File: src/hw/rtl/pmt_pkg.sv
// ----------------------------------------------------------------------------
// pmt_pkg
// Shared types, codes and helper functions of the pacemaker timing controller.
// ----------------------------------------------------------------------------
package pmt_pkg;

  localparam int unsigned TimerBits = 12;
  localparam int unsigned TimerMax  = (1 << TimerBits) - 1;
  localparam int unsigned CfgBits   = 12;
  localparam int unsigned CfgIdxBits = 3;

  typedef logic [TimerBits-1:0] timer_t;
  typedef logic [CfgBits-1:0]   cfg_val_t;

  // Register indexes of the configuration port
  typedef enum logic [CfgIdxBits-1:0] {
    RegLri   = 3'd0,
    RegAvi   = 3'd1,
    RegUri   = 3'd2,
    RegPvab  = 3'd3,
    RegPvarp = 3'd4,
    RegVrp   = 3'd5
  } cfg_reg_e;

  localparam cfg_val_t LriReset   = 12'd850;
  localparam cfg_val_t AviReset   = 12'd150;
  localparam cfg_val_t UriReset   = 12'd400;
  localparam cfg_val_t PvabReset  = 12'd50;
  localparam cfg_val_t PvarpReset = 12'd50;
  localparam cfg_val_t VrpReset   = 12'd150;

  typedef enum logic [1:0] {
    AviIdle  = 2'd0,
    AviCount = 2'd1,
    AviWait  = 2'd2
  } avi_phase_e;

  typedef enum logic [1:0] {
    BlkIdle  = 2'd0,
    BlkPvab  = 2'd1,
    BlkPvarp = 2'd2
  } blk_phase_e;

  typedef struct packed {
    cfg_val_t lri;
    cfg_val_t avi;
    cfg_val_t uri;
    cfg_val_t pvab;
    cfg_val_t pvarp;
    cfg_val_t vrp;
  } periods_t;

  typedef struct packed {
    logic atrial_pace;
    logic ventricular_pace;
    logic atrial_sensed;
    logic ventricular_sensed;
    logic atrial_refractory_hit;
  } result_t;

  // Zero acts as one, oversized values saturate to the timer range
  function automatic timer_t load_period(cfg_val_t p);
    int unsigned v;
    v = 32'(p);
    if (v == 0) v = 1;
    if (v > TimerMax) v = TimerMax;
    return TimerBits'(v);
  endfunction

  // Count down on a tick, stop at zero
  function automatic timer_t tick_down(timer_t c, logic tk);
    if (tk && (c != '0)) begin
      return c - TimerBits'(1);
    end
    return c;
  endfunction

endpackage

File: src/hw/rtl/pmt_cfg_regs.sv
// ----------------------------------------------------------------------------
// pmt_cfg_regs
// Interval registers written through the configuration channel.
// ----------------------------------------------------------------------------
module pmt_cfg_regs (
  input  logic                             clk_i,
  input  logic                             rst_ni,
  input  logic                             wr_en_i,
  input  logic [pmt_pkg::CfgIdxBits-1:0]   wr_idx_i,
  input  pmt_pkg::cfg_val_t                wr_data_i,
  output pmt_pkg::periods_t                periods_o
);

  pmt_pkg::periods_t periods_d, periods_q;

  always_comb begin
    periods_d = periods_q;
    if (wr_en_i) begin
      case (pmt_pkg::cfg_reg_e'(wr_idx_i))
        pmt_pkg::RegLri:   periods_d.lri   = wr_data_i;
        pmt_pkg::RegAvi:   periods_d.avi   = wr_data_i;
        pmt_pkg::RegUri:   periods_d.uri   = wr_data_i;
        pmt_pkg::RegPvab:  periods_d.pvab  = wr_data_i;
        pmt_pkg::RegPvarp: periods_d.pvarp = wr_data_i;
        pmt_pkg::RegVrp:   periods_d.vrp   = wr_data_i;
        default:           periods_d       = periods_q; // drop unknown index
      endcase
    end
  end

  always_ff @(posedge clk_i or negedge rst_ni) begin
    if (!rst_ni) begin
      periods_q.lri   <= pmt_pkg::LriReset;
      periods_q.avi   <= pmt_pkg::AviReset;
      periods_q.uri   <= pmt_pkg::UriReset;
      periods_q.pvab  <= pmt_pkg::PvabReset;
      periods_q.pvarp <= pmt_pkg::PvarpReset;
      periods_q.vrp   <= pmt_pkg::VrpReset;
    end else begin
      periods_q <= periods_d;
    end
  end

  assign periods_o = periods_q;

endmodule

File: src/hw/rtl/pmt_core.sv
// ----------------------------------------------------------------------------
// pmt_core
// Five-timer DDD state: judges senses, advances timers, issues paces.
// ----------------------------------------------------------------------------
module pmt_core (
  input  logic              clk_i,
  input  logic              rst_ni,
  input  logic              step_i,
  input  logic              tick_i,
  input  logic              atrial_raw_i,
  input  logic              ventricular_raw_i,
  input  pmt_pkg::periods_t periods_i,
  output pmt_pkg::result_t  result_o
);

  logic                 lri_wait_d, lri_wait_q;
  pmt_pkg::timer_t      lri_d, lri_q;
  pmt_pkg::avi_phase_e  avi_ph_d, avi_ph_q;
  pmt_pkg::timer_t      avi_d, avi_q;
  pmt_pkg::timer_t      uri_d, uri_q;
  pmt_pkg::blk_phase_e  blk_ph_d, blk_ph_q;
  pmt_pkg::timer_t      blk_d, blk_q;
  pmt_pkg::timer_t      vrp_d, vrp_q;

  logic            as, vs, lri_exp, avi_exp, ap, vp, v_evt;
  pmt_pkg::timer_t lri_t, avi_t, uri_t, blk_t, vrp_t;

  // Senses are judged against the windows before this step
  assign as = atrial_raw_i && (blk_ph_q == pmt_pkg::BlkIdle);
  assign vs = ventricular_raw_i && (vrp_q == '0);

  assign lri_t = pmt_pkg::tick_down(lri_q, tick_i);
  assign avi_t = pmt_pkg::tick_down(avi_q, tick_i);
  assign uri_t = pmt_pkg::tick_down(uri_q, tick_i);
  assign blk_t = pmt_pkg::tick_down(blk_q, tick_i);
  assign vrp_t = pmt_pkg::tick_down(vrp_q, tick_i);

  assign lri_exp = tick_i && (lri_q != '0) && (lri_t == '0);
  assign avi_exp = tick_i && (avi_q != '0) && (avi_t == '0);
  assign ap      = lri_exp && !lri_wait_q && !as;

  always_comb begin
    avi_ph_d = avi_ph_q;
    avi_d    = avi_t;
    vp       = 1'b0;
    case (avi_ph_q)
      pmt_pkg::AviCount: begin
        if (vs) begin
          avi_ph_d = pmt_pkg::AviIdle;
          avi_d    = '0;
        end else if (avi_exp || (avi_t == '0)) begin
          avi_d = '0;
          if (uri_t != '0) begin
            avi_ph_d = pmt_pkg::AviWait;
          end else begin
            vp       = 1'b1;
            avi_ph_d = pmt_pkg::AviIdle;
          end
        end
      end
      pmt_pkg::AviWait: begin
        avi_d = '0;
        if (vs) begin
          avi_ph_d = pmt_pkg::AviIdle;
        end else if (uri_t == '0) begin
          vp       = 1'b1;
          avi_ph_d = pmt_pkg::AviIdle;
        end
      end
      default: begin
        avi_ph_d = pmt_pkg::AviIdle;
        if (as || ap) begin
          avi_ph_d = pmt_pkg::AviCount;
          avi_d    = pmt_pkg::load_period(periods_i.avi);
        end
      end
    endcase
  end

  assign v_evt = vs || vp;

  always_comb begin
    blk_ph_d = blk_ph_q;
    blk_d    = blk_t;
    case (blk_ph_q)
      pmt_pkg::BlkPvab: begin
        if (blk_t == '0) begin
          blk_ph_d = pmt_pkg::BlkPvarp;
          blk_d    = pmt_pkg::load_period(periods_i.pvarp);
        end
      end
      pmt_pkg::BlkPvarp: begin
        if (blk_t == '0) blk_ph_d = pmt_pkg::BlkIdle;
      end
      default: begin
        blk_ph_d = pmt_pkg::BlkIdle;
        blk_d    = '0;
      end
    endcase
    // Ventricular event restarts blanking
    if (v_evt) begin
      blk_ph_d = pmt_pkg::BlkPvab;
      blk_d    = pmt_pkg::load_period(periods_i.pvab);
    end
  end

  always_comb begin
    lri_d      = v_evt ? pmt_pkg::load_period(periods_i.lri) : lri_t;
    lri_wait_d = v_evt ? 1'b0 : (lri_wait_q || as);
    uri_d      = v_evt ? pmt_pkg::load_period(periods_i.uri) : uri_t;
    vrp_d      = v_evt ? pmt_pkg::load_period(periods_i.vrp) : vrp_t;
  end

  always_ff @(posedge clk_i or negedge rst_ni) begin
    if (!rst_ni) begin
      lri_wait_q <= 1'b0;
      lri_q      <= pmt_pkg::load_period(pmt_pkg::LriReset);
      avi_ph_q   <= pmt_pkg::AviIdle;
      avi_q      <= '0;
      uri_q      <= pmt_pkg::load_period(pmt_pkg::UriReset);
      blk_ph_q   <= pmt_pkg::BlkIdle;
      blk_q      <= '0;
      vrp_q      <= '0;
    end else if (step_i) begin
      lri_wait_q <= lri_wait_d;
      lri_q      <= lri_d;
      avi_ph_q   <= avi_ph_d;
      avi_q      <= avi_d;
      uri_q      <= uri_d;
      blk_ph_q   <= blk_ph_d;
      blk_q      <= blk_d;
      vrp_q      <= vrp_d;
    end
  end

  assign result_o.atrial_pace           = ap;
  assign result_o.ventricular_pace      = vp;
  assign result_o.atrial_sensed         = as;
  assign result_o.ventricular_sensed    = vs;
  assign result_o.atrial_refractory_hit = atrial_raw_i && !as;

endmodule

File: src/hw/rtl/pacemaker_timing_controller_top.sv
// ----------------------------------------------------------------------------
// pacemaker_timing_controller_top
// DDD pacemaker timing controller: input register, timer core, result register.
// ----------------------------------------------------------------------------
//   channel | handshake                 | payload
//   --------+---------------------------+------------------------------------
//   in      | in_valid_i / in_stall_o   | tick, atrial_raw, ventricular_raw
//   out     | out_valid_o / out_stall_i | paces, senses, refractory hit
//   cfg     | cfg_valid_i / cfg_ready_o | cfg_index_i, cfg_data_i
//
// One item per cycle while the receiver does not stall; the result is presented
// once the item has passed the input register and the result register around the core.
// Reset restores the default intervals and timer state; no clearing pass.
// A stalled result holds; a new item is still taken while the input register
// is free or moves into the result register in the same cycle.
// ----------------------------------------------------------------------------
module pacemaker_timing_controller_top (
  input  logic                           clk_i,
  input  logic                           rst_ni,
  input  logic                           in_valid_i,
  output logic                           in_stall_o,
  input  logic                           tick_i,
  input  logic                           atrial_raw_i,
  input  logic                           ventricular_raw_i,
  output logic                           out_valid_o,
  input  logic                           out_stall_i,
  output logic                           atrial_pace_o,
  output logic                           ventricular_pace_o,
  output logic                           atrial_sensed_o,
  output logic                           ventricular_sensed_o,
  output logic                           atrial_refractory_hit_o,
  input  logic                           cfg_valid_i,
  output logic                           cfg_ready_o,
  input  logic [pmt_pkg::CfgIdxBits-1:0] cfg_index_i,
  input  pmt_pkg::cfg_val_t              cfg_data_i
);

  logic             in_vld_d, in_vld_q;
  logic [2:0]       in_dat_q;
  logic             out_vld_d, out_vld_q;
  pmt_pkg::result_t res_d, res_q;
  logic             in_xfer, adv, step;
  pmt_pkg::periods_t periods;

  assign cfg_ready_o = 1'b1;

  pmt_cfg_regs u_cfg (
    .clk_i     (clk_i),
    .rst_ni    (rst_ni),
    .wr_en_i   (cfg_valid_i && cfg_ready_o),
    .wr_idx_i  (cfg_index_i),
    .wr_data_i (cfg_data_i),
    .periods_o (periods)
  );

  // Advance the held item when the result register is free or being drained
  assign adv        = !out_vld_q || !out_stall_i;
  assign step       = in_vld_q && adv;
  assign in_stall_o = in_vld_q && !adv;
  assign in_xfer    = in_valid_i && !in_stall_o;

  assign in_vld_d  = in_xfer || (in_vld_q && !adv);
  assign out_vld_d = step || (out_vld_q && out_stall_i);

  pmt_core u_core (
    .clk_i             (clk_i),
    .rst_ni            (rst_ni),
    .step_i            (step),
    .tick_i            (in_dat_q[2]),
    .atrial_raw_i      (in_dat_q[1]),
    .ventricular_raw_i (in_dat_q[0]),
    .periods_i         (periods),
    .result_o          (res_d)
  );

  always_ff @(posedge clk_i or negedge rst_ni) begin
    if (!rst_ni) begin
      in_vld_q  <= 1'b0;
      out_vld_q <= 1'b0;
    end else begin
      in_vld_q  <= in_vld_d;
      out_vld_q <= out_vld_d;
    end
  end

  always_ff @(posedge clk_i) begin
    if (in_xfer) in_dat_q <= {tick_i, atrial_raw_i, ventricular_raw_i};
    if (step)    res_q    <= res_d;
  end

  assign out_valid_o             = out_vld_q;
  assign atrial_pace_o           = res_q.atrial_pace;
  assign ventricular_pace_o      = res_q.ventricular_pace;
  assign atrial_sensed_o         = res_q.atrial_sensed;
  assign ventricular_sensed_o    = res_q.ventricular_sensed;
  assign atrial_refractory_hit_o = res_q.atrial_refractory_hit;

endmodule

File: config.mk
export PLATFORM = sky130hd
export DESIGN_NAME = pacemaker_timing_controller_top
export DESIGN_NICKNAME = d
export VERILOG_FILES = /design/src/hw/rtl/pmt_pkg.sv /design/src/hw/rtl/pmt_cfg_regs.sv /design/src/hw/rtl/pmt_core.sv /design/src/hw/rtl/pacemaker_timing_controller_top.sv
export SDC_FILE = /design/constraint.sdc
export NUM_CORES = 1
export LEC_CHECK = 0
export ABC_CLOCK_PERIOD_IN_PS = 9700
export BUFFER_PORTS_ARGS = -buffer_cell sky130_fd_sc_hd__buf_4
export CAP_MARGIN = 5
export CELL_PAD_IN_SITES_DETAIL_PLACEMENT = 2
export CELL_PAD_IN_SITES_GLOBAL_PLACEMENT = 2
export CORE_MARGIN = 2
export CORE_UTILIZATION = 44
export DETAILED_ROUTE_END_ITERATION = 8
export PLACE_DENSITY = 0.85
export SETUP_SLACK_MARGIN = 0.4
export SYNTH_ARGS = -nofsm -noshare
export SYNTH_HDL_FRONTEND = slang
export SYNTH_SLANG_ARGS = --single-unit
File: constraint.sdc
create_clock -name clk_i -period 9.7 [get_ports clk_i]
set_clock_uncertainty 0.15 [all_clocks]
set_input_delay 1.94 -clock clk_i [delete_from_list [all_inputs] [get_ports clk_i]]
set_output_delay 1.94 -clock clk_i [all_outputs]
set_load 0.05 [all_outputs]
==> reports/summary.log <==
[pwr] PwrDens 243 nW/um2
[clocking] total of cells resized after clock tree synthesis 0
[synth] synthesized instance count 860
[critical_path] slowest stage cell on the critical path o22ai_4
[hold_path] worst min path class flip-flop to flip-flop
[pwr] power dissipated by switching net loads 842 uW
[floorplanning] die width 143 um
[clocking] register clock-pin slew on the reported worst setup and hold paths 0.07 ns
[clocking] depth of the CTS H-tree 4
[clocking] hold-fix buffer count after cts 0
[routing] antenna-violating nets left 0
[critical_path] CP endpoint kind flip-flop
[timing] Worst Max-Slew Pin Slew 1.17 ns
[synth] flip-flop and latch count after synthesis 147
[routing] number of DRC violations after detailed-routing iteration 0 446
[floorplanning] area of the die 20400 um2
[critical_path] Worst Setup Path Type flip-flop to flip-flop
[placement] placed wire-length estimate after detailed placement 19700 um
[clocking] Sink Count 147
[synth] average cell area after synthesis 9.87 um2
[timing] Finish-stage setup viols 0
[synth] distinct cell type count after synthesis 83
[finish] Layout Area Growth over Synthesis 11.9%
[routing] number of remaining DRC errors 0
[routing] 1st-pass router iterations 4
[finish] Layout Cell Area excl Fill 9500 um2
[critical_path] arrival time reported for the critical path endpoint 4.88 ns
[timing] time the final worst path needs with I/O delays and setup 4.69 ns
[synth] post-synth net total 895
[floorplanning] Initial Util 0.451
[routing] length of routed met3 wiring 1420 um
[pwr] portion of total power attributed to combinational logic 0.268
[synth] number of enable-type register cells in the synthesized netlist 8
[pwr] leakage 0.00394 uW
[critical_path] sort of element at the start of the critical path flip-flop
[floorplanning] die span in y 143 um
[critical_path] cell type group with the largest total delay on the critical path simple AND/OR/NAND/NOR gates
[routing] top layer reached by signal wires met4
[placement] RePlAce Congestion 0.854
[global_route] GR Overflow Total 0
[routing] Total Wirelength 30600 um
[critical_path] data required time at the worst endpoint 9.89 ns
[pwr] Clk pwr share 0.310
[timing] highest clock frequency the design can meet 213 MHz
[routing] M1 wire length 13000 um
[timing] setup TNS after final layout 0 ns
[synth] sequential element share of the synthesized area 0.442
[timing] final hold violations 0
[floorplanning] placeable core area 18800 um2
[routing] via count 7354
[clocking] insertion delay of the later-clocked pin in the worst-skew pair 0.46 ns
[global_route] number of global-route vias before repair 8104
[global_route] wire length of the first global-routing pass 48100 um
[pwr] worst vdd ir 0.000158 V
[placement] DP Area 8890 um2
[floorplanning] standard-cell row count 50
[clocking] buffer depth of the longest clock path 2
[synth] Top FF cell, synth dfrtp_1
[finish] area of the multi-input gates 4360 um2
[critical_path] maximum fanout count along the critical path 35
[finish] share of post-route cells with drive strength above 1 0.220
[clocking] buffer type at the clock tree root clkbuf_16
[global_route] antenna violations before repair 0
[placement] input/output buffers 29
[clocking] Post-CTS Repair Setup Buffers 0
[critical_path] count of buffer and inverter cells on the critical path 1
[timing] post-route fraction of the period consumed by the critical path 0.484
[global_route] largest net degree at the start of global routing 77
[finish] Inserted Diodes 0
[routing] detail-routed via count per cell 6.44
[pwr] Cell Int Power 1470 uW
[run_status] result of the run finished clean
[finish] area taken by flip-flops and latches 3760 um2
[timing] setup repair after global routing missed its margin no
[critical_path] CP cell instances buf_4 > nor4bb_1 > a21oi_1 > a31o_2 > nor3_1 > nand3_1 > o22ai_4 > nand2_1 > o221a_2
[global_route] All-Layer GR Usage 0.315
[floorplanning] boundary pin count 31
[run] number of max-capacitance violations reported 0
[pwr] relative contribution of sequential cells to total power 0.422
[synth] share of flip-flops with an asynchronous set or reset 0.946
[critical_path] largest incremental delay on the critical path 0.93 ns
[routing] WL per Instance 26.8 um
[timing] Slew Limit Headroom 0.221
[timing] final slew viol count 0
[clocking] total clock buffers created by CTS 17
[finish] Final #Nets 904
[routing] detailed route wirelength on metal2 15200 um
[finish] filler cell count in the final layout 1913
[pwr] switching part of the total 0.365
[clocking] TritonCTS clock tree yes
[synth] synthesized cell area 8490 um2
[synth] count of warnings emitted by yosys 0
-- per-layer routing --
| layer | up-vias | GRT usage |
|---|---|---|
| met5 | - | 0 |
| met4 | 0 | 0.129 |
| met3 | 61 | 0.0755 |
| met2 | 184 | 0.528 |
| met1 | 3867 | 0.389 |
| li1 | 3242 | - |
-- Yosys cell counts (5+ instances only) --
| cell | instances | area [um2] |
|---|---|---|
| a21oi_1 | 38 | 190 |
| a221o_1 | 11 | 110 |
| a22oi_1 | 5 | 37.5 |
| a2bb2oi_1 | 5 | 43.8 |
| a31oi_1 | 8 | 50.1 |
| and3_1 | 15 | 93.8 |
| buf_2 | 9 | 45.0 |
| clkbuf_1 | 27 | 101 |
| dfrtp_1 | 109 | 2730 |
| dfstp_2 | 30 | 788 |
| edfxtp_1 | 8 | 240 |
| ha_1 | 12 | 150 |
| inv_1 | 42 | 158 |
| mux2_2 | 70 | 788 |
| mux2i_1 | 24 | 240 |
| nand2_1 | 66 | 248 |
| nand2b_1 | 7 | 43.8 |
| nand3_1 | 30 | 150 |
| nand3b_1 | 6 | 45.0 |
| nand4_1 | 7 | 43.8 |
| nor2_1 | 49 | 184 |
| nor3_1 | 35 | 175 |
| nor3b_1 | 7 | 52.6 |
| nor4_1 | 33 | 206 |
| o211ai_1 | 13 | 97.6 |
| o21ai_0 | 48 | 240 |
| o22ai_1 | 9 | 56.3 |
| o31ai_1 | 7 | 52.6 |
| or3_1 | 8 | 50.1 |
| or4_1 | 7 | 52.6 |
| xnor2_1 | 9 | 78.8 |
-- cell type report --
type | count | area share
multi-input cells | 623 | 0.459
flip-flops and latches | 147 | 0.395
clock buffers | 18 | 0.0452
well taps | 260 | 0.0342
repair buffers | 38 | 0.0304
clock inverters | 14 | 0.0196
inverters | 42 | 0.0166
-- final timing paths --
path	startpoint	depth (start not counted)	end	slack (ns)
max in group asynchronous	rst_ni	2	u_cfg.periods_o[10]	6.64
max reg2reg	in_dat_q[2]	9	u_core.vrp_q[8]	5.01
min reg2reg	u_cfg.periods_o[64]	1	u_core.lri_q[4]	0.37
min in group asynchronous	rst_ni	1	u_core.lri_q[7]	1.38
min	u_cfg.periods_o[64]	1	u_core.lri_q[4]	0.37
max	in_dat_q[2]	9	u_core.vrp_q[8]	5.01
-- registers in the layout (all words and copies together) (netlist names), 2 cells and up --
signal           cells
u_core.avi_ph_q      2
u_core.avi_q        12
u_core.vrp_q        12
u_cfg.periods_o     72
u_core.blk_q        12
u_core.uri_q        12
u_core.blk_ph_q      2
in_dat_q             3
u_core.lri_q        12
-- through the flow --
step           std cells  total power, uW  utilization  hold WS (ns)  setup slack (ns)
2_1_floorplan        860             1340            -         0.313              5.25
3_3_place_gp        1110             1510        0.472         0.341              5.23
3_5_place_dp        1110             1570        0.472         0.354              5.21
4_1_cts             1142             2310        0.505         0.371              5.09
5_1_grt             1142             2410        0.505         0.386              4.81
6_report            1142             2310        0.505         0.374              5.01
-- cells by family after synthesis --
family / share of synthesized area
and+or+nand+nor: 0.185
AOI/OAI and AO/OA: 0.172
DFF: 0.442
muxes: 0.123
buffers and inverters: 0.0464
xor gates and xnor gates: 0.0134
adders and majority gates: 0.0177
other: 0.000442
-- power by group through the flow --
| stage | Combinational, uW | Clock (uW) | Sequential [uW] |
|---|---|---|---|
| after global placement | 554 | 0 | 952 |
| after CTS | 618 | 724 | 968 |
| after global routing | 675 | 744 | 994 |
| after floorplan | 456 | 0 | 888 |
| after detailed placement | 598 | 0 | 968 |
| final | 619 | 715 | 974 |
-- cells in the final DEF, fill, tap and decap left out, types with 33 or more instances in the layout --
cell type and instances:
a21oi_1 38, o21ai_0 48, nor3_1 34, nor2_1 49, dfrtp_1 109, mux2_2 70
buf_4 37, nand2_1 65, inv_1 41, nor4_1 33
Note: power is estimated with default switching activity, not from simulation.
